**src/sv/gri_pkg.sv**
```systemverilog
// Shared widths, register indexes, stage payload types and helpers for the
// gate resample index/weight block. No dependencies.
package gri_pkg;

    localparam int TGT_W     = 12;
    localparam int CNT_W     = 13;
    localparam int RNG_W     = 32;
    localparam int SP_W      = 31;
    localparam int CFG_W     = 32;
    localparam int CFG_IDX_W = 3;
    localparam int MAX_GATES = 4096;

    localparam int GATE_W = 13;
    localparam int WT_W   = 17;
    localparam int IDX_W  = 13;                  // integer quotient bits
    localparam int FRAC_W = 16;                  // fraction quotient bits
    localparam int QUO_W  = IDX_W + FRAC_W;
    localparam int DIV_ST = QUO_W;               // one quotient bit per stage

    localparam int P_W   = TGT_W + SP_W;         // target_gate * new spacing
    localparam int E_W   = P_W + 1;              // shifted dividend, unsigned part
    localparam int DSH_W = RNG_W + 3;            // new_start - old_start + old spacing
    localparam int MUL_W = CNT_W + SP_W;         // count * old spacing
    localparam int RHS_W = MUL_W + 3;            // 2 * num + new spacing

    localparam logic [CFG_IDX_W-1:0] CFG_OLD_COUNT = 3'd0;
    localparam logic [CFG_IDX_W-1:0] CFG_OLD_START = 3'd1;
    localparam logic [CFG_IDX_W-1:0] CFG_OLD_SP    = 3'd2;
    localparam logic [CFG_IDX_W-1:0] CFG_NEW_START = 3'd3;
    localparam logic [CFG_IDX_W-1:0] CFG_NEW_SP    = 3'd4;

    localparam logic [CNT_W-1:0] MAX_COUNT = CNT_W'(MAX_GATES);

    typedef struct packed {
        logic far;      // lower gate below -1 or above the quotient range
        logic gir;      // target gate inside the rounded new gate count
        logic remap;
    } t_ctl;

    typedef struct packed {
        t_ctl           ctl;
        logic [E_W-1:0] rem;
    } t_div_in;

    typedef struct packed {
        t_ctl             ctl;
        logic [QUO_W-1:0] quo;
    } t_div_out;

    function automatic logic [SP_W-1:0] sp_fix(input logic [SP_W-1:0] sp);
        return (sp == '0) ? SP_W'(1) : sp;
    endfunction

    function automatic logic [CNT_W-1:0] cnt_clamp(input logic [CNT_W-1:0] c);
        return (c > MAX_COUNT) ? MAX_COUNT : c;
    endfunction

endpackage

```
**src/sv/gri_div.sv**
```systemverilog
// Pipelined restoring divider: integer then fraction quotient bits, one per stage.
// Depends on gri_pkg.
module gri_div import gri_pkg::*; (
    input  logic            i_clk,
    input  logic            i_rst_n,
    input  logic            i_valid,
    output logic            o_stall,
    input  t_div_in         i_data,
    input  logic [SP_W-1:0] i_old_sp,
    output logic            o_valid,
    input  logic            i_stall,
    output t_div_out        o_data
);

    logic [DIV_ST-1:0] r_vld;
    logic [DIV_ST:0]   w_en;
    logic [E_W-1:0]    r_rem [DIV_ST];
    logic [QUO_W-1:0]  r_quo [DIV_ST];
    t_ctl              r_ctl [DIV_ST];

    assign w_en[DIV_ST] = !i_stall;
    assign o_stall      = !w_en[0];

    for (genvar k = 0; k < DIV_ST; k++) begin : g_st
        logic             w_vld_in;
        logic [E_W-1:0]   w_rem_in;
        logic [QUO_W-1:0] w_quo_in;
        t_ctl             w_ctl_in;
        logic [E_W-1:0]   w_rem_sh;
        logic [E_W-1:0]   w_dv;
        logic [E_W:0]     w_diff;
        logic             w_bit;

        if (k == 0) begin : g_first
            assign w_vld_in = i_valid;
            assign w_rem_in = i_data.rem;
            assign w_quo_in = '0;
            assign w_ctl_in = i_data.ctl;
        end else begin : g_next
            assign w_vld_in = r_vld[k-1];
            assign w_rem_in = r_rem[k-1];
            assign w_quo_in = r_quo[k-1];
            assign w_ctl_in = r_ctl[k-1];
        end

        if (k < IDX_W) begin : g_int
            assign w_rem_sh = w_rem_in;
            assign w_dv     = E_W'(i_old_sp) << (IDX_W - 1 - k);
        end else begin : g_frac
            assign w_rem_sh = {w_rem_in[E_W-2:0], 1'b0};
            assign w_dv     = E_W'(i_old_sp);
        end

        assign w_diff  = {1'b0, w_rem_sh} - {1'b0, w_dv};
        assign w_bit   = !w_diff[E_W];
        assign w_en[k] = !r_vld[k] || w_en[k+1];

        always_ff @(posedge i_clk) begin
            if (!i_rst_n) begin
                r_vld[k] <= 1'b0;
            end else if (w_en[k]) begin
                r_vld[k] <= w_vld_in;
            end
        end

        always_ff @(posedge i_clk) begin
            if (w_en[k]) begin
                r_rem[k] <= w_bit ? w_diff[E_W-1:0] : w_rem_sh;
                r_quo[k] <= {w_quo_in[QUO_W-2:0], w_bit};
                r_ctl[k] <= w_ctl_in;
            end
        end
    end

    assign o_valid = r_vld[DIV_ST-1];

    always_comb begin
        o_data.ctl = r_ctl[DIV_ST-1];
        o_data.quo = r_quo[DIV_ST-1];
    end

endmodule

```
**config.mk**
```make
export PLATFORM = sky130hd
export DESIGN_NAME = gri_div
export DESIGN_NICKNAME = d
export VERILOG_FILES = /design/src/sv/gri_pkg.sv /design/src/sv/gri_div.sv
export SDC_FILE = /design/constraint.sdc
export NUM_CORES = 2
export LEC_CHECK = 0
export BUFFER_PORTS_ARGS = -buffer_cell sky130_fd_sc_hd__buf_2
export CAP_MARGIN = 20
export CORE_MARGIN = 1.5
export CORE_UTILIZATION = 25
export CTS_CLUSTER_DIAMETER = 60
export DETAILED_ROUTE_END_ITERATION = 8
export HOLD_SLACK_MARGIN = 0.05
export MAX_ROUTING_LAYER = met4
export PLACE_DENSITY = 0.41
export SLEW_MARGIN = 40
export SYNTH_ARGS = -nofsm -noshare
export SYNTH_HDL_FRONTEND = slang
export SYNTH_SLANG_ARGS = --single-unit
```
**constraint.sdc**
```tcl
create_clock -name i_clk -period 10.6 [get_ports i_clk]
set_input_delay 0 -clock i_clk [delete_from_list [all_inputs] [get_ports i_clk]]
set_output_delay 0 -clock i_clk [all_outputs]
set_load 0.1 [all_outputs]
```
==> metrics.txt <==
P per Cell Area=307.4 nW/µm²; post-DP HPWL=235600 µm; cell row count=243; GR Util All Layers=14.15%; Max VDD drop=139.8 µV; CTS tree=yes; Routability Congestion=0.8715; clock latency at the later pin of the worst-skew pair=0.94 ns; post-place setup slack=5.249 ns; FMAX=0.1842 GHz; Internal=0.02404 W; syn_area_per_cell=10.55 µm²; Clock power frac=20.3%; HP Class=in2reg; arrival time worst endpoint=6.20 ns; Net Sw Frac=38.70%; CTS Buffer Depth=4; Core ar.=438400 µm²; postcts setup bufs=0; Pleak=48.11 nW; Num Clock Sinks=1767; Worst Path Required=11.37 ns; I/O Buffers=115; dominant cells by area after synthesis=edfxtp_1, ha_1, a21oi_1; DRT Pass-1 Iters=7; Ports=116; Setup CP Type=in2reg; DRC errors left=0; CP max FO=31; top-area cell type share of the netlist area=47.35%; Yosys cell types=114; initial DRC count=5950; Final ANT Viol Nets=0; Max-cap violations=0; FFs w/ async S/R, synth=0%; CTS Buf Count=232; total number of vias=81475; Flop pwr share=34.5%; vias in the first global route=79250; GR Overflow Total=0; initial antenna violation count=14; CTS H-tree lvls=4; number of enable flip-flop cells after synthesis=1738; worst slew pin tran=0.8897 ns; routed vias/inst=4.824; Critical Path Start=i_old_sp[1]; Critical Path End Type=flip-flop; Setup TNS=0 ns; full die area=444900 µm²; Final min period=5.429 ns; Synth warnings=0; Critical Path Source Type=input port; skew final=0.1098 ns; Die H=667.0 µm; Power Total=0.03922 W; Critical R2R Launch=r_rem[0][54]$_DFFE_PP_; clk slew on worst S/H paths=0.06 ns; share of layout cells above drive strength 1=8.295%; Slew Limit Fails=0; Final Cycle Share=51.22%; Post-Syn Instances=10445; leading area contributor after synthesis=edfxtp_1; combinational share of power=45.2%; Die Width=667.0 µm; RSZ-0062 raised after global routing=no; Post-CTS Resized=0; Mapped Area=110200 µm²; syn_nets=11438; Layout Nets=11811; Net Sw Power=0.01518 W; Setup WS post-layout=5.171 ns; post-cts hold buffer count=139; status=complete, no violations; area grow syn2layout=15.74%; Slew HR=40.41%; hold violation total from the final report=0; post-synthesis sequential area ratio=47.88%; total wire length=317000 µm; synthesized flop and latch total=1767; clock root cell=clkbuf_16; Initial Utilization=25.14%; DR WL/cell=18.77 µm; setup violators final=0; Post-synth top flop=edfxtp_1; Finished Core Util=29.10%; first-pass GRT wire length=480500 µm; Hold Path Origin=i_old_sp[24]; pin count of the biggest net entering global routing=69
==> worst max-delay path, cell delays in order <==
cell	delay, ns
dlygate4sd3_1	0.71
buf_4	0.49
buf_4	0.41
fa_1	0.28
nor2b_1	0.08
o31ai_1	0.44
a22oi_1	0.23
a311o_1	0.47
a21oi_1	0.49
o211ai_1	0.18
and3b_1	0.22
o21ai_1	0.21
and2_1	0.18
buf_4	0.34
nand2_1	0.10
dlygate4sd3_1	0.56
o21ai_0	0.12
dlygate4sd3_1	0.61
==> layer usage <==
layer,track usage [%],share of wire [%],up-vias
met2,22.19,45,1684
met1,19.39,48,39307
met3,1.843,4.4,409
met5,-,0,-
li1,-,-,40075
met4,3.268,2.3,0
==> final timing paths <==
| path | end | slack [ns] | cells after the start |
|---|---|---|---|
| setup / recovery | r_rem[0][22]$_DFFE_PP_ | 5.17 | 18 |
| hold / removal | r_rem[1][156]$_DFFE_PP_ | 0.15 | 5 |
| setup reg to reg | r_rem[0][127]$_DFFE_PP_ | 5.32 | 17 |
| hold reg to reg | r_quo[0][321]$_DFFE_PP_ | 0.32 | 0 |
==> cell type report <==
type | count | area (µm²)
Antenna cell | 4 | 10.01
Clock buffer | 265 | 5982
Clock inverter | 157 | 1685
Fill cell | 45330 | 310900
Inverter | 295 | 1117
Multi-Input combinational cell | 8153 | 55700
Sequential cell | 1767 | 52770
Tap cell | 5880 | 7357
Timing Repair Buffer | 369 | 2954
==> synth_stat cells (128+ instances only) <==
cell type,instances
xnor2_1,521
nor3_1,170
clkbuf_1,186
o21ai_0,853
a21oi_1,936
xor2_1,431
nand3_1,152
nor2b_1,128
nor2_1,763
nand2b_1,182
inv_1,289
edfxtp_1,1738
ha_1,883
o21a_1,187
a21o_1,408
nand2_1,1000
==> cell usage in the layout, fill, tap and decap left out, drive strengths merged, types with 76 or more instances in the layout <==
cell type    instances
buf                229
inv                309
or3                100
a21o               408
xor2               431
o21bai              93
nor2               765
nand3              152
dlygate4sd3        139
a31oi               88
o21ai              880
o21a               187
o31ai               95
nand2b             182
nor4               103
nand2             1001
clkinv              91
clkbuf             266
edfxtp            1738
ha                 883
nor3               177
xnor2              521
a211oi              90
nand4               76
mux2               113
nor2b              128
a21oi              940
and3                79
==> state kept, by name, summed over array words and instances (netlist names) <==
name,flops
r_rem,1216
r_quo,435
r_ctl,87
o_valid,1
g_st.w_vld_in,28
==> power by group through the flow <==
stage | sequential (W) | clock (W) | combinational [W]
after floorplan | 0.0127 | 0 | 0.0138
after global placement | 0.0138 | 0 | 0.0173
after detailed placement | 0.0137 | 0 | 0.0175
after CTS | 0.0136 | 0.00826 | 0.0177
after global routing | 0.0138 | 0.00849 | 0.0199
final | 0.0135 | 0.00795 | 0.0177
==> kinds of logic (layout without fill, tap and decap cells) <==
logic type | Yosys count | after routing | share of synthesized area, %
compound gates | 3165 | 3165 | 17.92
xor+xnor | 952 | 952 | 7.564
fa+ha+maj | 911 | 911 | 10.53
buf+inv | 525 | 1086 | 1.832
flops | 1767 | 1767 | 47.88
mux | 120 | 120 | 1.218
other cells | 0 | 4 | 0
simple gates | 3005 | 3005 | 13.06
==> per-stage QoR <==
step / instance area [µm²] / hold WS (ns) / instances
after global routing: 127600 / 0.1408 / 16888
final: 127600 / 0.1513 / 16890
after global placement: 118300 / 0.1814 / 16317
after floorplan: 110200 / 0.09887 / 10445
after CTS: 127400 / 0.08658 / 16881
after detailed placement: 118400 / 0.1799 / 16320
Note: power is estimated with default switching activity, not from simulation.
