--- config.mk ---
export PLATFORM = sky130hd
export DESIGN_NAME = gri_back
export DESIGN_NICKNAME = d
export VERILOG_FILES = /design/src/sv/gri_pkg.sv /design/src/sv/gri_back.sv
export SDC_FILE = /design/constraint.sdc
export NUM_CORES = 1
export LEC_CHECK = 0
export BUFFER_PORTS_ARGS = -buffer_cell sky130_fd_sc_hd__buf_2
export CAP_MARGIN = 20
export CORE_MARGIN = 5
export CORE_UTILIZATION = 35
export CTS_CLUSTER_DIAMETER = 120
export DETAILED_ROUTE_END_ITERATION = 7
export GPL_TIMING_DRIVEN = 0
export PLACE_DENSITY_LB_ADDON = 0.2
export SYNTH_ARGS = -nofsm -noshare
export SYNTH_HDL_FRONTEND = slang
export SYNTH_SLANG_ARGS = --single-unit
--- constraint.sdc ---
create_clock -name i_clk -period 9.7 [get_ports i_clk]
set_input_delay 0.97 -clock i_clk [delete_from_list [all_inputs] [get_ports i_clk]]
set_output_delay 0.97 -clock i_clk [all_outputs]
set_load 0.05 [all_outputs]
--- src/sv/gri_pkg.sv ---
// Shared widths, register indexes, stage payload types and helpers for the
// gate resample index/weight block. No dependencies.
package gri_pkg;

    localparam int TGT_W     = 12;
    localparam int CNT_W     = 13;
    localparam int RNG_W     = 32;
    localparam int SP_W      = 31;
    localparam int CFG_W     = 32;
    localparam int CFG_IDX_W = 3;
    localparam int MAX_GATES = 4096;

    localparam int GATE_W = 13;
    localparam int WT_W   = 17;
    localparam int IDX_W  = 13;                  // integer quotient bits
    localparam int FRAC_W = 16;                  // fraction quotient bits
    localparam int QUO_W  = IDX_W + FRAC_W;
    localparam int DIV_ST = QUO_W;               // one quotient bit per stage

    localparam int P_W   = TGT_W + SP_W;         // target_gate * new spacing
    localparam int E_W   = P_W + 1;              // shifted dividend, unsigned part
    localparam int DSH_W = RNG_W + 3;            // new_start - old_start + old spacing
    localparam int MUL_W = CNT_W + SP_W;         // count * old spacing
    localparam int RHS_W = MUL_W + 3;            // 2 * num + new spacing

    localparam logic [CFG_IDX_W-1:0] CFG_OLD_COUNT = 3'd0;
    localparam logic [CFG_IDX_W-1:0] CFG_OLD_START = 3'd1;
    localparam logic [CFG_IDX_W-1:0] CFG_OLD_SP    = 3'd2;
    localparam logic [CFG_IDX_W-1:0] CFG_NEW_START = 3'd3;
    localparam logic [CFG_IDX_W-1:0] CFG_NEW_SP    = 3'd4;

    localparam logic [CNT_W-1:0] MAX_COUNT = CNT_W'(MAX_GATES);

    typedef struct packed {
        logic far;      // lower gate below -1 or above the quotient range
        logic gir;      // target gate inside the rounded new gate count
        logic remap;
    } t_ctl;

    typedef struct packed {
        t_ctl           ctl;
        logic [E_W-1:0] rem;
    } t_div_in;

    typedef struct packed {
        t_ctl             ctl;
        logic [QUO_W-1:0] quo;
    } t_div_out;

    function automatic logic [SP_W-1:0] sp_fix(input logic [SP_W-1:0] sp);
        return (sp == '0) ? SP_W'(1) : sp;
    endfunction

    function automatic logic [CNT_W-1:0] cnt_clamp(input logic [CNT_W-1:0] c);
        return (c > MAX_COUNT) ? MAX_COUNT : c;
    endfunction

endpackage

--- src/sv/gri_back.sv ---
// Output stage: gate index range checks, weights and the output register.
// Depends on gri_pkg.
module gri_back import gri_pkg::*; (
    input  logic                     i_clk,
    input  logic                     i_rst_n,
    input  logic                     i_valid,
    output logic                     o_stall,
    input  t_div_out                 i_data,
    input  logic [CNT_W-1:0]         i_count,
    output logic                     o_valid,
    input  logic                     i_stall,
    output logic                     o_remap_needed,
    output logic                     o_gate_in_range,
    output logic signed [GATE_W-1:0] o_nearest_gate,
    output logic signed [GATE_W-1:0] o_lower_gate,
    output logic signed [GATE_W-1:0] o_upper_gate,
    output logic [WT_W-1:0]          o_lower_weight,
    output logic [WT_W-1:0]          o_upper_weight
);

    logic r_vld;
    logic w_en;

    logic                     r_remap;
    logic                     r_gir;
    logic signed [GATE_W-1:0] r_nearest;
    logic signed [GATE_W-1:0] r_lower;
    logic signed [GATE_W-1:0] r_upper;
    logic [WT_W-1:0]          r_lw;
    logic [WT_W-1:0]          r_uw;

    // quotient integer part is lower gate + 1
    logic [IDX_W-1:0]  w_qe;
    logic [FRAC_W-1:0] w_frac;
    logic [IDX_W:0]    w_qe_x;
    logic [IDX_W:0]    w_cnt_x;
    logic [IDX_W:0]    w_nq;
    logic              w_lv, w_uv, w_nv;
    logic [IDX_W-1:0]  w_lower_idx;
    logic [IDX_W:0]    w_near_idx;

    logic signed [GATE_W-1:0] n_nearest;
    logic signed [GATE_W-1:0] n_lower;
    logic signed [GATE_W-1:0] n_upper;
    logic [WT_W-1:0]          n_lw;
    logic [WT_W-1:0]          n_uw;

    assign w_en    = !r_vld || !i_stall;
    assign o_stall = !w_en;

    assign w_qe    = i_data.quo[QUO_W-1:FRAC_W];
    assign w_frac  = i_data.quo[FRAC_W-1:0];
    assign w_qe_x  = {1'b0, w_qe};
    assign w_cnt_x = (IDX_W + 1)'(i_count);
    assign w_nq    = w_qe_x + (IDX_W + 1)'(w_frac[FRAC_W-1]);

    assign w_lv = !i_data.ctl.far && (w_qe != '0) && (w_qe_x <= w_cnt_x);
    assign w_uv = !i_data.ctl.far && (w_qe_x < w_cnt_x);
    assign w_nv = !i_data.ctl.far && (w_nq != '0) && (w_nq <= w_cnt_x);

    assign w_lower_idx = w_qe - IDX_W'(1);
    assign w_near_idx  = w_nq - (IDX_W + 1)'(1);

    always_comb begin
        n_lower   = w_lv ? $signed(GATE_W'(w_lower_idx)) : '1;
        n_upper   = w_uv ? $signed(GATE_W'(w_qe)) : '1;
        n_nearest = w_nv ? $signed(w_near_idx[GATE_W-1:0]) : '1;
        if (w_lv && w_uv) begin
            n_uw = {1'b0, w_frac};
            n_lw = {1'b1, {FRAC_W{1'b0}}} - {1'b0, w_frac};
        end else begin
            n_uw = '0;
            n_lw = '0;
        end
    end

    always_ff @(posedge i_clk) begin
        if (!i_rst_n) begin
            r_vld <= 1'b0;
        end else if (w_en) begin
            r_vld <= i_valid;
        end
    end

    always_ff @(posedge i_clk) begin
        if (w_en) begin
            r_remap   <= i_data.ctl.remap;
            r_gir     <= i_data.ctl.gir;
            r_nearest <= n_nearest;
            r_lower   <= n_lower;
            r_upper   <= n_upper;
            r_lw      <= n_lw;
            r_uw      <= n_uw;
        end
    end

    assign o_valid         = r_vld;
    assign o_remap_needed  = r_remap;
    assign o_gate_in_range = r_gir;
    assign o_nearest_gate  = r_nearest;
    assign o_lower_gate    = r_lower;
    assign o_upper_gate    = r_upper;
    assign o_lower_weight  = r_lw;
    assign o_upper_weight  = r_uw;

endmodule

==> metrics.txt <==
result of the run finished, final reports clean; cell with the largest stage delay on the worst path a221oi_4; Post-layout nets 630; data arrival time of the critical path 4.21 ns; crit start category input port; Via Count 3447; buffer levels on the longest clock path 2; max-cap violation count 0; detail-routed via count per cell 4.73; global-route wire length before repair 17400 µm; final critical-path required period 4.13 ns; CTS tree built; TritonCTS buffer count 9; max-slew violation count 0; Setup CP Type in -> reg; Max FO, Critical Path 10; number of warnings reported in the yosys synthesis log 0; maximum ir drop on the vdd rail 0.0803 mV; number of cells upsized or downsized after cts 0; setup total negative slack 0 ns; routed wirelength normalized by instance count 15.3 µm; die area 15100 µm²; floorplan core area 12600 µm²; Crit path buffers/inverters 2; number of buffers added on ports 124; final weighted congestion in routability-driven placement 0.858; clock network latency to the later pin of the worst-skew pair 0.33 ns; required time at the worst-slack endpoint 9.78 ns; half-perimeter wire length after detailed placement 8960 µm; CP endpoint kind register; fill cell count 1227; Worst Tran Pin Value 0.597 ns; upper clock frequency limit 242 MHz; clock-pin slew on the worst setup and hold paths 0.06 ns; DRT Wirelength 11200 µm; total DRC errors in the routed layout 0; class of the tightest hold or removal check reg -> reg; RSZ-0062 raised after global routing false; Yosys cell types 49; Synth async-reset ratio 0; layout cells sized above 1 0.293; total nets after synthesis 494; First DRT Iteration DRCs 169; maximum number of pins on one net before global-route repair 65; clock root buffer clkbuf_16; number of failing hold endpoints at the final stage 0; Most used DFF post-synth edfxtp_1; Initial Util 0.354; Final setup violation count 0; leakage power figure 0.00238 µW; average footprint of a synthesized cell 10.7 µm²; summed instance area of the synthesized netlist 4450 µm²; gr ovfl total 0; TritonRoute pass-1 iters 4; worst clock skew 0.00852 ns; Cell Pwr Density 174 nW/µm²; vias in the first global route 3451; number of routed nets with antenna violations 0; count of buffers added by post-CTS timing repair for setup 0; EDFF count, synth 73; relative area change from synthesis to final layout 26.8%; number of placement rows 41; die height 123 µm; Clock Sink Count 74; relative max-transition margin 0.599; die span in x 123 µm; kind of cell with the highest combined delay on the critical path simple AND/OR/NAND/NOR gates; number of antenna violations at the first check in global routing 0; Synth Instances 416; Final Instance Count excl. Fillers 729; total power after layout 982 µW; post-synthesis sequential area ratio 0.497; post-synthesis sequential element count 74; Clock H-tree levels 3; final standard cell utilization of the core 0.449; total global routing track utilization 0.151; antenna diode instance count 0; ordered cell list for the critical path buf_2 > ha_1 > nand3_1 > nor2_1 > and3_1 > xor2_1 > ha_1 > nand3_1 > nor3_1 > nand2_1 > mux2i_1 > mux2_4 > a221oi_4 > buf_6 > nand2_1; cell total after placement 713; ports placed on the boundary 126; final worst path period share 0.426; CTS Hold Buffers Added 0; CP peak stage delay 0.35 ns
## flip-flops by register name (all words and copies together) (netlist names)
register and count:
o_lower_gate 13, o_lower_weight 17, o_upper_gate 13, o_valid 1, o_upper_weight 15, o_gate_in_range 1, o_remap_needed 1, o_nearest_gate 13
## routing by layer
metal,GRT usage,vias to the layer above,wire [µm]
met5,0,-,0
met4,0.0553,0,230
met3,0.0332,13,555
met2,0.249,88,5290
met1,0.196,1587,5100
li1,-,1759,-
## final cells by class
cell class,count,area (µm²),area share
clock inverter,4,76.3,0.0135
buffer,21,125,0.0222
clock buffer,12,246,0.0437
tap,172,215,0.0381
multi-input combinational,293,2020,0.357
timing repair buffer,125,648,0.115
sequential,74,2210,0.392
inverter,28,105,0.0186
## through the flow
| stage | cell area [µm²] | hold WS, ns | setup slack [ns] |
|---|---|---|---|
| after floorplan | 4450 | 1.07 | 5.43 |
| after global placement | 5290 | 1.15 | 4.96 |
| after detailed placement | 5320 | 0.674 | 5.26 |
| after CTS | 5650 | 0.700 | 5.59 |
| after global routing | 5650 | 0.718 | 5.28 |
| final | 5650 | 0.681 | 5.57 |
## cell usage after synthesis, types with 2 or more instances
library cell  instances  area share
or4_1                15       0.025
or2_2                 2      0.0028
xor2_1               21       0.041
xnor2_1              28       0.055
o21ai_0               9       0.010
or3_1                 7      0.0098
nor3_1               12       0.013
nand3_1              15       0.017
a41oi_1               2      0.0039
nor4_1                8       0.011
mux2i_1               2      0.0045
nand3_2               2      0.0045
nor2_1               33       0.028
buf_6                 3      0.0076
buf_4                 4      0.0067
and2_1               15       0.021
a21o_1                7       0.012
a21oi_1               9       0.010
nand2_1              42       0.035
edfxtp_1             73        0.49
nand4_1               5      0.0070
ha_1                 29       0.082
inv_1                28       0.024
clkbuf_1              7      0.0059
buf_2                 7      0.0079
and3_1                8       0.011
## final timing paths
check / startpoint / endpoint / slack (ns) / cells after the start
max reg2reg: o_valid$_SDFFE_PN0N_ / o_remap_needed$_DFFE_PN_ / 8.48 / 2
max: i_data[15] / o_nearest_gate[3]$_SDFFCE_PN1N_ / 5.57 / 15
min: o_valid$_SDFFE_PN0N_ / o_upper_gate[11]$_SDFFCE_PN1N_ / 0.68 / 1
min reg2reg: o_valid$_SDFFE_PN0N_ / o_upper_gate[11]$_SDFFCE_PN1N_ / 0.68 / 1
## where the power goes
part           internal (µW)  total (µW)  switching (µW)  leakage [µW]
Clock                    233         358             124      0.000153
Combinational           64.2         237             172       0.00149
Sequential               382         388            5.84      0.000735
## worst reg2reg max path, delay by kind of cell, from the launching register on
kind,cells,cell delay (ns)
buf+inv,1,0.29
simple gates,1,0.18
flops,1,0.33
## cell families after synthesis
logic type | count (synthesis) | share of synthesized area
flip-flops | 74 | 0.497
AND/OR/NAND/NOR | 173 | 0.204
XOR/XNOR | 49 | 0.0964
adder cells (fa/ha/maj) | 30 | 0.0838
AO/OA/AOI/OAI | 37 | 0.0585
buffers and inverters | 49 | 0.0517
multiplexers | 3 | 0.00787
other | 1 | 0.000842
## layout by cell type, fill, tap and decap left out, drive strengths merged, types with 2 or more instances in the layout
master  count
inv        29
or4        16
ha         29
a41oi       2
clkbuf     19
mux2i       2
or3         8
nand4       5
edfxtp     73
bufinv      2
buf       139
and3        8
xnor2      28
nor4        9
nand3      17
nor2       33
or2         3
xor2       21
a21o        7
a21oi       9
nand2      42
and2       15
o21ai       9
nor3       12
Note: power is estimated with default switching activity, not from simulation.
