### src/sv/gri_pkg.sv
// Shared widths, register indexes, stage payload types and helpers for the
// gate resample index/weight block. No dependencies.
package gri_pkg;

    localparam int TGT_W     = 12;
    localparam int CNT_W     = 13;
    localparam int RNG_W     = 32;
    localparam int SP_W      = 31;
    localparam int CFG_W     = 32;
    localparam int CFG_IDX_W = 3;
    localparam int MAX_GATES = 4096;

    localparam int GATE_W = 13;
    localparam int WT_W   = 17;
    localparam int IDX_W  = 13;                  // integer quotient bits
    localparam int FRAC_W = 16;                  // fraction quotient bits
    localparam int QUO_W  = IDX_W + FRAC_W;
    localparam int DIV_ST = QUO_W;               // one quotient bit per stage

    localparam int P_W   = TGT_W + SP_W;         // target_gate * new spacing
    localparam int E_W   = P_W + 1;              // shifted dividend, unsigned part
    localparam int DSH_W = RNG_W + 3;            // new_start - old_start + old spacing
    localparam int MUL_W = CNT_W + SP_W;         // count * old spacing
    localparam int RHS_W = MUL_W + 3;            // 2 * num + new spacing

    localparam logic [CFG_IDX_W-1:0] CFG_OLD_COUNT = 3'd0;
    localparam logic [CFG_IDX_W-1:0] CFG_OLD_START = 3'd1;
    localparam logic [CFG_IDX_W-1:0] CFG_OLD_SP    = 3'd2;
    localparam logic [CFG_IDX_W-1:0] CFG_NEW_START = 3'd3;
    localparam logic [CFG_IDX_W-1:0] CFG_NEW_SP    = 3'd4;

    localparam logic [CNT_W-1:0] MAX_COUNT = CNT_W'(MAX_GATES);

    typedef struct packed {
        logic far;      // lower gate below -1 or above the quotient range
        logic gir;      // target gate inside the rounded new gate count
        logic remap;
    } t_ctl;

    typedef struct packed {
        t_ctl           ctl;
        logic [E_W-1:0] rem;
    } t_div_in;

    typedef struct packed {
        t_ctl             ctl;
        logic [QUO_W-1:0] quo;
    } t_div_out;

    function automatic logic [SP_W-1:0] sp_fix(input logic [SP_W-1:0] sp);
        return (sp == '0) ? SP_W'(1) : sp;
    endfunction

    function automatic logic [CNT_W-1:0] cnt_clamp(input logic [CNT_W-1:0] c);
        return (c > MAX_COUNT) ? MAX_COUNT : c;
    endfunction

endpackage

### src/sv/gri_front.sv
// Front three stages: target range multiply, offset add, range and count compares.
// Depends on gri_pkg.
module gri_front import gri_pkg::*; (
    input  logic                    i_clk,
    input  logic                    i_rst_n,
    input  logic                    i_valid,
    output logic                    o_stall,
    input  logic [TGT_W-1:0]        i_target_gate,
    input  logic [SP_W-1:0]         i_old_sp,
    input  logic [SP_W-1:0]         i_new_sp,
    input  logic                    i_remap,
    input  logic signed [DSH_W-1:0] i_dsh,
    input  logic signed [RHS_W-1:0] i_rhs,
    output logic                    o_valid,
    input  logic                    i_stall,
    output t_div_in                 o_data
);

    logic r_v1, r_v2, r_v3;
    logic w_en1, w_en2, w_en3;

    logic [P_W-1:0]         r_p1;
    logic                   r_remap1;
    logic signed [E_W:0]    r_e2;
    logic [E_W-1:0]         r_l2;
    logic                   r_remap2;
    t_div_in                r_d3;

    logic [P_W-1:0]         n_p1;
    logic signed [E_W:0]    n_e2;
    logic [E_W-1:0]         n_l2;
    logic [E_W-1:0]         w_lim;
    logic signed [RHS_W-1:0] w_lhs;
    t_div_in                n_d3;

    assign w_en3   = !r_v3 || !i_stall;
    assign w_en2   = !r_v2 || w_en3;
    assign w_en1   = !r_v1 || w_en2;
    assign o_stall = !w_en1;

    assign n_p1 = P_W'(i_target_gate) * P_W'(i_new_sp);

    assign n_e2 = $signed({{(E_W + 1 - P_W){1'b0}}, r_p1}) + (E_W + 1)'(i_dsh);
    assign n_l2 = E_W'(r_p1) + E_W'(i_new_sp);

    // quotient of 2^IDX_W or more cannot land on an old gate
    assign w_lim = {i_old_sp, {IDX_W{1'b0}}};
    assign w_lhs = $signed({{(RHS_W - E_W - 1){1'b0}}, r_l2, 1'b0});

    always_comb begin
        n_d3.ctl.far   = r_e2[E_W] || (r_e2[E_W-1:0] >= w_lim);
        n_d3.ctl.gir   = (w_lhs <= i_rhs);
        n_d3.ctl.remap = r_remap2;
        n_d3.rem       = r_e2[E_W-1:0];
    end

    always_ff @(posedge i_clk) begin
        if (!i_rst_n) begin
            r_v1 <= 1'b0;
            r_v2 <= 1'b0;
            r_v3 <= 1'b0;
        end else begin
            if (w_en1) r_v1 <= i_valid;
            if (w_en2) r_v2 <= r_v1;
            if (w_en3) r_v3 <= r_v2;
        end
    end

    always_ff @(posedge i_clk) begin
        if (w_en1) begin
            r_p1     <= n_p1;
            r_remap1 <= i_remap;
        end
        if (w_en2) begin
            r_e2     <= n_e2;
            r_l2     <= n_l2;
            r_remap2 <= r_remap1;
        end
        if (w_en3) begin
            r_d3 <= n_d3;
        end
    end

    assign o_valid = r_v3;
    assign o_data  = r_d3;

endmodule

### config.mk
export PLATFORM = sky130hd
export DESIGN_NAME = gri_front
export DESIGN_NICKNAME = d
export VERILOG_FILES = /design/src/sv/gri_pkg.sv /design/src/sv/gri_front.sv
export SDC_FILE = /design/constraint.sdc
export NUM_CORES = 1
export LEC_CHECK = 0
export BUFFER_PORTS_ARGS = -buffer_cell sky130_fd_sc_hd__buf_2
export CAP_MARGIN = 20
export CORE_UTILIZATION = 60
export DETAILED_ROUTE_END_ITERATION = 7
export GPL_TIMING_DRIVEN = 0
export HOLD_SLACK_MARGIN = 0.15
export PLACE_DENSITY = 0.8
export SLEW_MARGIN = 20
export SYNTH_ARGS = -nofsm -noshare
export SYNTH_HDL_FRONTEND = slang
export SYNTH_SLANG_ARGS = --single-unit
export TNS_END_PERCENT = 50
### constraint.sdc
create_clock -name i_clk -period 7.9 [get_ports i_clk]
set_input_delay 0.395 -clock i_clk [delete_from_list [all_inputs] [get_ports i_clk]]
set_output_delay 0.395 -clock i_clk [all_outputs]
set_load 0.005 [all_outputs]
==> results of run 1 <==
==> how the worst min path moves through the flow <==
stage / start / cells after the start / slack (ps) / to
global route: i_valid / 2 / 170 / r_v1$_SDFFE_PN0N_
CTS: i_valid / 2 / 150 / r_v1$_SDFFE_PN0N_
detailed placement: r_remap1$_DFFE_PN_ / 0 / 400 / r_remap2$_DFFE_PP_
floorplan: r_remap2$_DFFE_PP_ / 0 / 400 / o_data[44]$_DFFE_PP_
finish: i_rst_n / 2 / 180 / r_v2$_SDFFE_PN0P_
global placement: r_remap2$_DFFE_PP_ / 0 / 410 / o_data[44]$_DFFE_PP_
==> registers in the layout, summed over array words and instances (netlist names) <==
name      count
r_e2         45
o_valid       1
r_v2          1
r_remap2      1
r_remap1      1
r_p1         43
o_data       47
r_v1          1
r_l2         44
==> report_power, final <==
| group | internal (uW) | switching (uW) | total, uW |
|---|---|---|---|
| clock | 559 | 346 | 905 |
| combinational | 3530 | 4960 | 8490 |
| sequential | 2020 | 261 | 2280 |
==> layer usage <==
metal | part of all wire, % | wire (um) | vias up
met2 | 46 | 27960 | 816
li1 | - | - | 8558
met5 | 0.020 | 12 | -
met3 | 7.8 | 4715 | 144
met4 | 4.1 | 2455 | 2
met1 | 42 | 25120 | 8838
==> cell families (layout without fill, tap and decap cells) <==
| logic type | after synthesis | in the layout | synth area share (%) |
|---|---|---|---|
| flip-flops | 184 | 184 | 23.57 |
| multiplexers | 1 | 1 | 0.04293 |
| AO/OA/AOI/OAI | 426 | 426 | 12.07 |
| buffers and inverters | 552 | 797 | 8.886 |
| AND/OR/NAND/NOR | 675 | 675 | 13.54 |
| XOR/XNOR | 118 | 118 | 4.432 |
| other | 0 | 2 | 0 |
| adder cells (fa/ha/maj) | 523 | 523 | 37.46 |
==> synthesized netlist by cell type, drive strengths merged (6+ instances only) <==
cell	count
a211oi	13
a21boi	6
a21o	86
a21oi	133
a221oi	7
a31oi	15
and2	110
and3	16
clkbuf	104
edfxtp	181
fa	292
ha	231
inv	448
nand2	349
nand2b	6
nand3	34
nand4	39
nor2	66
nor2b	21
nor3	13
o21a	13
o21ai	75
o21bai	19
o31ai	10
or3	6
xnor2	78
xor2	40
==> layout make-up <==
class / instances / area (um^2)
Tap cell: 511 / 639.4
Timing Repair Buffer: 213 / 1116
Antenna cell: 2 / 5.005
Sequential cell: 184 / 5495
Fill cell: 3020 / 12210
Clock inverter: 12 / 198.9
Multi-Input combinational cell: 1743 / 15760
Buffer: 104 / 390.4
Clock buffer: 20 / 436.7
Inverter: 448 / 1684
==> per-stage QoR <==
step                      worst slack, ps  cells  util, %
after floorplan                      1949   2479        -
after global placement               1018   3199    65.92
after detailed placement            987.5   3202    66.09
after CTS                            1467   3235    67.80
after global routing                 1074   3235    67.80
final                                1403   3237    67.81
==> critical path, delay by kind of cell <==
family | cells | cell delay (ps)
XOR/XNOR | 1 | 150
AO/OA/AOI/OAI | 7 | 1920
adder cells (fa/ha/maj) | 6 | 3010
buffers and inverters | 5 | 830
AND/OR/NAND/NOR | 2 | 400
==> repair_timing <==
| action | 4_1_cts | 5_1_grt |
|---|---|---|
| gates resized for setup | 0 | 0 |
| hold buffers | 1 | 0 |
| endpoints found under the hold margin | 1 | 0 |
==> run summary, run 1 <==
The run finished with clean final reports. Synthesis produced a netlist whose cell count is 2479. The post-route minimum period is 6497 ps.

The power density over the cells is between 400 and 500 nW/um^2. The maximum resistive drop on vdd came out at 0.3058 mV. The library cells used most frequently in the layout, excluding fill and tap cells, are sky130_fd_sc_hd__inv_1, sky130_fd_sc_hd__nand2_1, sky130_fd_sc_hd__fa_1. The count of endpoints failing setup in the final report is 0. TritonCTS built the clock tree. The maximum clock frequency is 0.1539 GHz.

The count of buffers added by post-CTS timing repair for setup is 0. 210 I/O pins were placed. The post-route antenna net violation count is 0.

The standard cell core area is between 30000 and 40000 um^2. The number of global-route vias before repair came out at around 19k. Setup repair after global routing left no endpoint under its margin. The Yosys warning count came out at 0. The clock latency at the later pin of the worst-skew pair is 460 ps. The floorplan has 71 rows. The clock tree skew after final layout came out at 7.271 ps. The number of enable flip-flop cells after synthesis came out at 181. The reg-to-reg startpoint is r_p1[0]$_DFFE_PN_. Global routing consumed, on the met2 layer, between 50% and 60% of the routing resources. The tree is rooted in a sky130_fd_sc_hd__clkbuf_16. The final RePlAce weighted congestion is between 0.9 and 1. In the routed design, unresolved DRC markers number 0. The number of sinks on the clock net is 184. With fillers left out, the area of the finished cells amounts to between 20000 and 30000 um^2. The synthesized design spends more area on one cell type than any other, namely sky130_fd_sc_hd__fa_1. Summed over all cells, the static leakage comes to around 0.013 uW. The total negative setup slack is 0 ps. The number of port buffers is 209. After detailed routing, the number of vias per cell comes to 5.671.

The synthesized netlist contains 67 unique library cells. The count of maximum capacitance violations is 0. The type of destination of the critical path is a flop. The average wire per cell in the routed design came out at 18.62 um. The number of DRC markers after the initial detailed-route iteration came out at 1106. The total congestion overflow after global routing is 0.

Global routing used 5.350% of the available met3 tracks. The setup slack on the worst flop-to-flop path is 4160 ps. The worst hold slack across all endpoints came out at 180.2 ps. The post-synthesis async set-or-reset flop share is 0%. The via count of the routed design came out at between 15k and 20k. The HPWL after detailed placement is approximately 50000 um. The setup path with the least slack is of type in2reg. The first-pass iteration count of the detailed router came out at 5.

The count of cells along the worst register-to-register path is 12. The clock-pin slew on the worst setup and hold paths is 70 ps. STA puts the critical path data required time at 8110 ps.

The number of antenna violations at the first check in global routing came out at 1. The pin count of the biggest net entering global routing came out at 47. The actual slew at the worst max-slew pin came out at 1002 ps. In this run the cell area measured after placement is 25070 um^2. The relative max-transition margin came out at approximately a third. The total power after layout is 11680 uW. The count of final hold-check violations came to 0. The final net count came out at 3395. The global-route wire length before repair is 95830 um. The part of the cycle the worst path needs came out at 82.25%. The layout overhead on the synthesized area is 10.31%. By area the synthesized netlist is led by sky130_fd_sc_hd__fa_1, sky130_fd_sc_hd__edfxtp_1, sky130_fd_sc_hd__ha_1. The launch point of the critical path is i_target_gate[11]. Among all flip-flop cells after synthesis, the most frequent one is sky130_fd_sc_hd__edfxtp_1. The combined area of all synthesized cells is 23320 um^2.

The share of synthesized area in the top cell type comes to 25.07%. The number of buffers created by CTS is 17. The slowest stage of the critical path belongs to the cell sky130_fd_sc_hd__clkbuf_1. The ratio of cells with drive above 1 in the final layout is 9.655%. Measured along the y axis, the die boundary spans 199.1 um.

The tightest min-delay check is of the in2reg type. For the worst setup path, the data arrival time is approximately 6700 ps. The global-route met1 utilization is 40.85%. The peak fanout along the critical path came out at 10. The fraction of the yosys area taken by sequential cells came out at 23.57%. The buffer levels on the longest clock path is 2. The most frequent standard cell in the layout excluding fill and tap cells is sky130_fd_sc_hd__inv_1.

The wire length reported by the detailed router came out at 60260 um. The H-tree generated during clock tree synthesis spans 4 levels. The endpoint of the lowest-slack register-to-register path is r_l2[42]$_DFFE_PP_. In this run the worst setup path terminates at r_p1[40]$_DFFE_PN_. The cell that appears most often on the critical path is sky130_fd_sc_hd__fa_1. Across every metal layer, demand over resource in global routing totals 31.92%. The die area came out at 39660 um^2.

The width of the chip came out at 199.1 um. The maximum cell stage delay along the critical path came out at approximately 560 ps. STA classifies the critical path startpoint as an input port.

The number of nets in the synthesized netlist is between 3k and 4k. The layer flagged by global routing as most heavily used is met2. Traced cell by cell, the critical path runs through buf_2, clkbuf_1, nand2_1, fa_1, fa_1, inv_1, fa_1, fa_1, inv_1, fa_1, inv_1, ha_1, and3_4, a22o_1, a221oi_1, o21ai_1, a41oi_1, o21bai_1, a31oi_1, o21ai_1, xor2_1. The number of synthesized register bits came out at 184.

The post-synthesis average cell area came out at 9.406 um^2. The count of final max-slew check failures came to 0. Once the floorplan was initialized, standard cells occupied around 61% of the core.
(Power assumes the default switching activity.)
==> run 2, diff against run 1 <==
clock period = 6.7 ns   (was 7.9 ns; I/O delays follow)
==> run 2 against run 1 <==
  * Non-clock buffer count rose by 3
  * Wire length barely moved
  * Die area did not move
  * Clock skew barely moved
  * Critical path type unchanged
  * Critical endpoint unchanged
  * Largest cell class unchanged
==> run summary, run 2 (synthesis gave the netlist of run 1 again) <==
Result of the run: complete, no violations (unchanged). The actual slew at the worst max-slew pin was 996.5 ps (was 1002 ps). The maximum cell stage delay along the critical path is 580 ps (was 560 ps). The count of maximum capacitance violations is 0 (unchanged). The setup slack on the worst flop-to-flop path came out at 2930 ps (was 4160 ps). The worst hold path startpoint is i_stall (was i_rst_n). The total power after layout is 13770 uW (was 11680 uW). The total global-route track usage is 31.92% (unchanged). The final RePlAce weighted congestion came to 0.9605 (unchanged). The number of fill cells in the layout came out at 3017 (was 3020).

The number of port buffers is 209 (unchanged). The layout overhead on the synthesized area is 10.45% (was 10.31%). The cell area after layout is 25760 um^2 (was 25720 um^2). The CTS tree was done (unchanged). The number of global-route vias before repair is 18.93k (was 18.92k). The register area came out at 5495 um^2 (unchanged).

The via count of the routed design came to 18.40k (was 18.36k). The part of the cycle the worst path needs is 95.91%. The count of buffers added by post-CTS timing repair for setup came out at 0 (unchanged). The endpoint of the worst hold path is o_valid$_SDFFE_PN0P_ (was r_v2$_SDFFE_PN0P_). The standard cell core area came out at 37930 um^2 (unchanged). The non-filler instance count after layout came out at 3240 (was 3237). The site row count came out at 71 (unchanged). The first-pass iteration count of the detailed router is 6 (was 5). The cell count of the worst hold path is 3 (was 2). The kind of start point of the critical path is an input port (unchanged). The count of endpoints failing setup in the final report is 0 (unchanged). The kind of critical path is in2reg (unchanged).

The final HPWL from detailed placement came out at 50180 um (unchanged). The height of the die is 199.1 um (unchanged). The cell repeated most along the worst path is sky130_fd_sc_hd__fa_1 (unchanged). The peak fanout along the critical path came out at 10 (unchanged).

The count of final max-slew check failures came out at 0 (unchanged). The flip-flop count of the largest register, all copies and words added came out at 47 (unchanged). The post-route antenna net violation count is 0 (unchanged). The average wire per cell in the routed design is 18.62 um (about the same).

The power density over the cells is 534.6 nW/um^2 (was 454.2 nW/um^2). The most frequent standard cell in the layout excluding fill and tap cells is sky130_fd_sc_hd__inv_1 (unchanged). The maximum resistive drop on vdd came out at 0.3604 mV (was 0.3058 mV). The buffer levels on the longest clock path is 2 (unchanged). The width of the chip came out at 199.1 um (unchanged). The ratio of cells with drive above 1 in the final layout is 9.754% (was 9.655%). The clock-pin slew on the worst setup and hold paths is 60 ps (was 70 ps).

The clock tree skew after final layout is 6.998 ps (was 7.271 ps). The number of sinks on the clock net is 184 (unchanged). The total negative setup slack was 0 ps (unchanged). The maximum clock frequency came out at 0.1556 GHz.

The relative max-transition margin came out at 33.00% (was 32.65%). The detailed-route vias per instance came out at 5.680 (was 5.671). Cell Chain, Critical Path: buf_2, clkbuf_1, nand2_1, fa_1, fa_1, inv_1, fa_1, fa_1, inv_1, fa_1, inv_1, ha_1, and3_4, a22o_1, a221oi_1, o21ai_1, a41oi_1, o21bai_1, a31oi_1, o21ai_1, xor2_1 (unchanged). The cell at the slowest stage of the critical path was sky130_fd_sc_hd__clkbuf_1 (unchanged). The data required time at the worst endpoint was 6910 ps (was 8110 ps).

The number of DRC markers after the initial detailed-route iteration is 1209 (was 1106). Subtracting the final worst setup slack from the clock period gives around 6400 ps. The type of destination of the critical path was a flop (unchanged). The class of the tightest hold or removal check is in2reg (unchanged). The final net count came out at 3398 (was 3395).

The DRC violation count after routing is 0 (unchanged). The number of top-level design ports is 210 (unchanged). The initial core utilization came out at 61.47% (unchanged). Setup repair after global routing missed its margin: false (unchanged). The clock latency at the later pin of the worst-skew pair is 450 ps (was 460 ps).

The number of antenna violations at the first check in global routing came out at 1 (unchanged). The count of H-tree levels built during CTS came to 4 (unchanged). The cell at the root of the clock tree is sky130_fd_sc_hd__clkbuf_16 (unchanged). The reg-to-reg startpoint is r_p1[0]$_DFFE_PN_ (unchanged). The global-route wire length before repair came out at 95830 um (unchanged). The total leakage power is 0.01276 uW (was 0.01274 uW). The number of buffers created by CTS came to 17 (unchanged).

The endpoint of the lowest-slack register-to-register path is r_l2[42]$_DFFE_PP_ (unchanged). The post-place instance area is 25070 um^2 (unchanged). The wire length reported by the detailed router is 60320 um (was 60260 um). The count of final hold-check violations is 0 (unchanged). The area of combinational cells with multiple inputs came out at 15760 um^2 (unchanged).

The total congestion overflow after global routing is 0 (unchanged). The pin count of the biggest net entering global routing is 47 (unchanged). The count of cells along the worst register-to-register path came out at 12 (unchanged). The total instance count after detailed placement is 3202 (unchanged).

The arrival time at the worst endpoint is 6630 ps (was 6710 ps). The die area is 39660 um^2 (unchanged). Commonest non-fill, non-tap cells in the layout: sky130_fd_sc_hd__inv_1, sky130_fd_sc_hd__nand2_1, sky130_fd_sc_hd__fa_1 (unchanged).

The worst hold slack across all endpoints came to 180.8 ps (was 180.2 ps).
-- run 2: worst max-delay path by stage --
stage / start / endpoint / cells past startpoint
after floorplan: i_target_gate[11] / r_p1[35]$_DFFE_PN_ / 20
final: i_target_gate[9] / r_p1[40]$_DFFE_PN_ / 21
after global routing: i_target_gate[9] / r_p1[40]$_DFFE_PN_ / 21
after CTS: i_target_gate[11] / r_p1[40]$_DFFE_PN_ / 21
after global placement: i_target_gate[11] / r_p1[40]$_DFFE_PN_ / 21
after detailed placement: i_target_gate[11] / r_p1[40]$_DFFE_PN_ / 21
-- run 2: layout make-up --
| type | count | share of cell area [%] |
|---|---|---|
| Antenna cell | 2 | 0.01943 |
| Buffer | 104 | 1.530 |
| Clock buffer | 20 | 1.695 |
| Clock inverter | 12 | 0.7724 |
| Inverter | 448 | 6.539 |
| Multi-Input combinational cell | 1743 | 61.18 |
| Sequential cell | 184 | 21.34 |
| Tap cell | 511 | 2.482 |
| Timing Repair Buffer | 216 | 4.450 |
-- run 2: report_power, final --
part           internal [uW]  switching, uW  leakage (uW)
Combinational           4160           5850        0.0105
Clock                    660            407      0.000298
Sequential              2380            308       0.00195
Total                   7200           6560        0.0128
-- run 2: metal layers --
metal,GRT usage (%),wire [um],up-vias,share of wire [%]
met5,0,12,-,0.020
li1,-,-,8565,-
met4,14.07,2412,2,4.0
met1,40.85,24910,8858,41
met3,5.350,5049,144,8.4
met2,53.35,27930,833,46
-- run 2: repair_timing --
| action | in CTS | in global routing |
|---|---|---|
| resized for setup | 0 | 6 |
| setup endpoints to repair | 0 | 4 |
| hold endpoints to repair | 4 | 0 |
| hold buffers | 4 | 0 |
-- run 2: metrics by stage --
stage / utilization, % / setup slack (ps)
after global placement: 65.92 / -122.4
after CTS: 67.88 / 326.6
after global routing: 67.89 / 9.479
after floorplan: - / 809.3
final: 67.90 / 274.0
after detailed placement: 66.09 / -152.5
-- run 2: worst max-delay path, delay by kind of cell --
family,cells,cell delay [ps]
AO/OA/AOI/OAI,7,1950
buffers and inverters,5,870
adder cells (fa/ha/maj),6,2950
XOR/XNOR,1,150
AND/OR/NAND/NOR,2,380
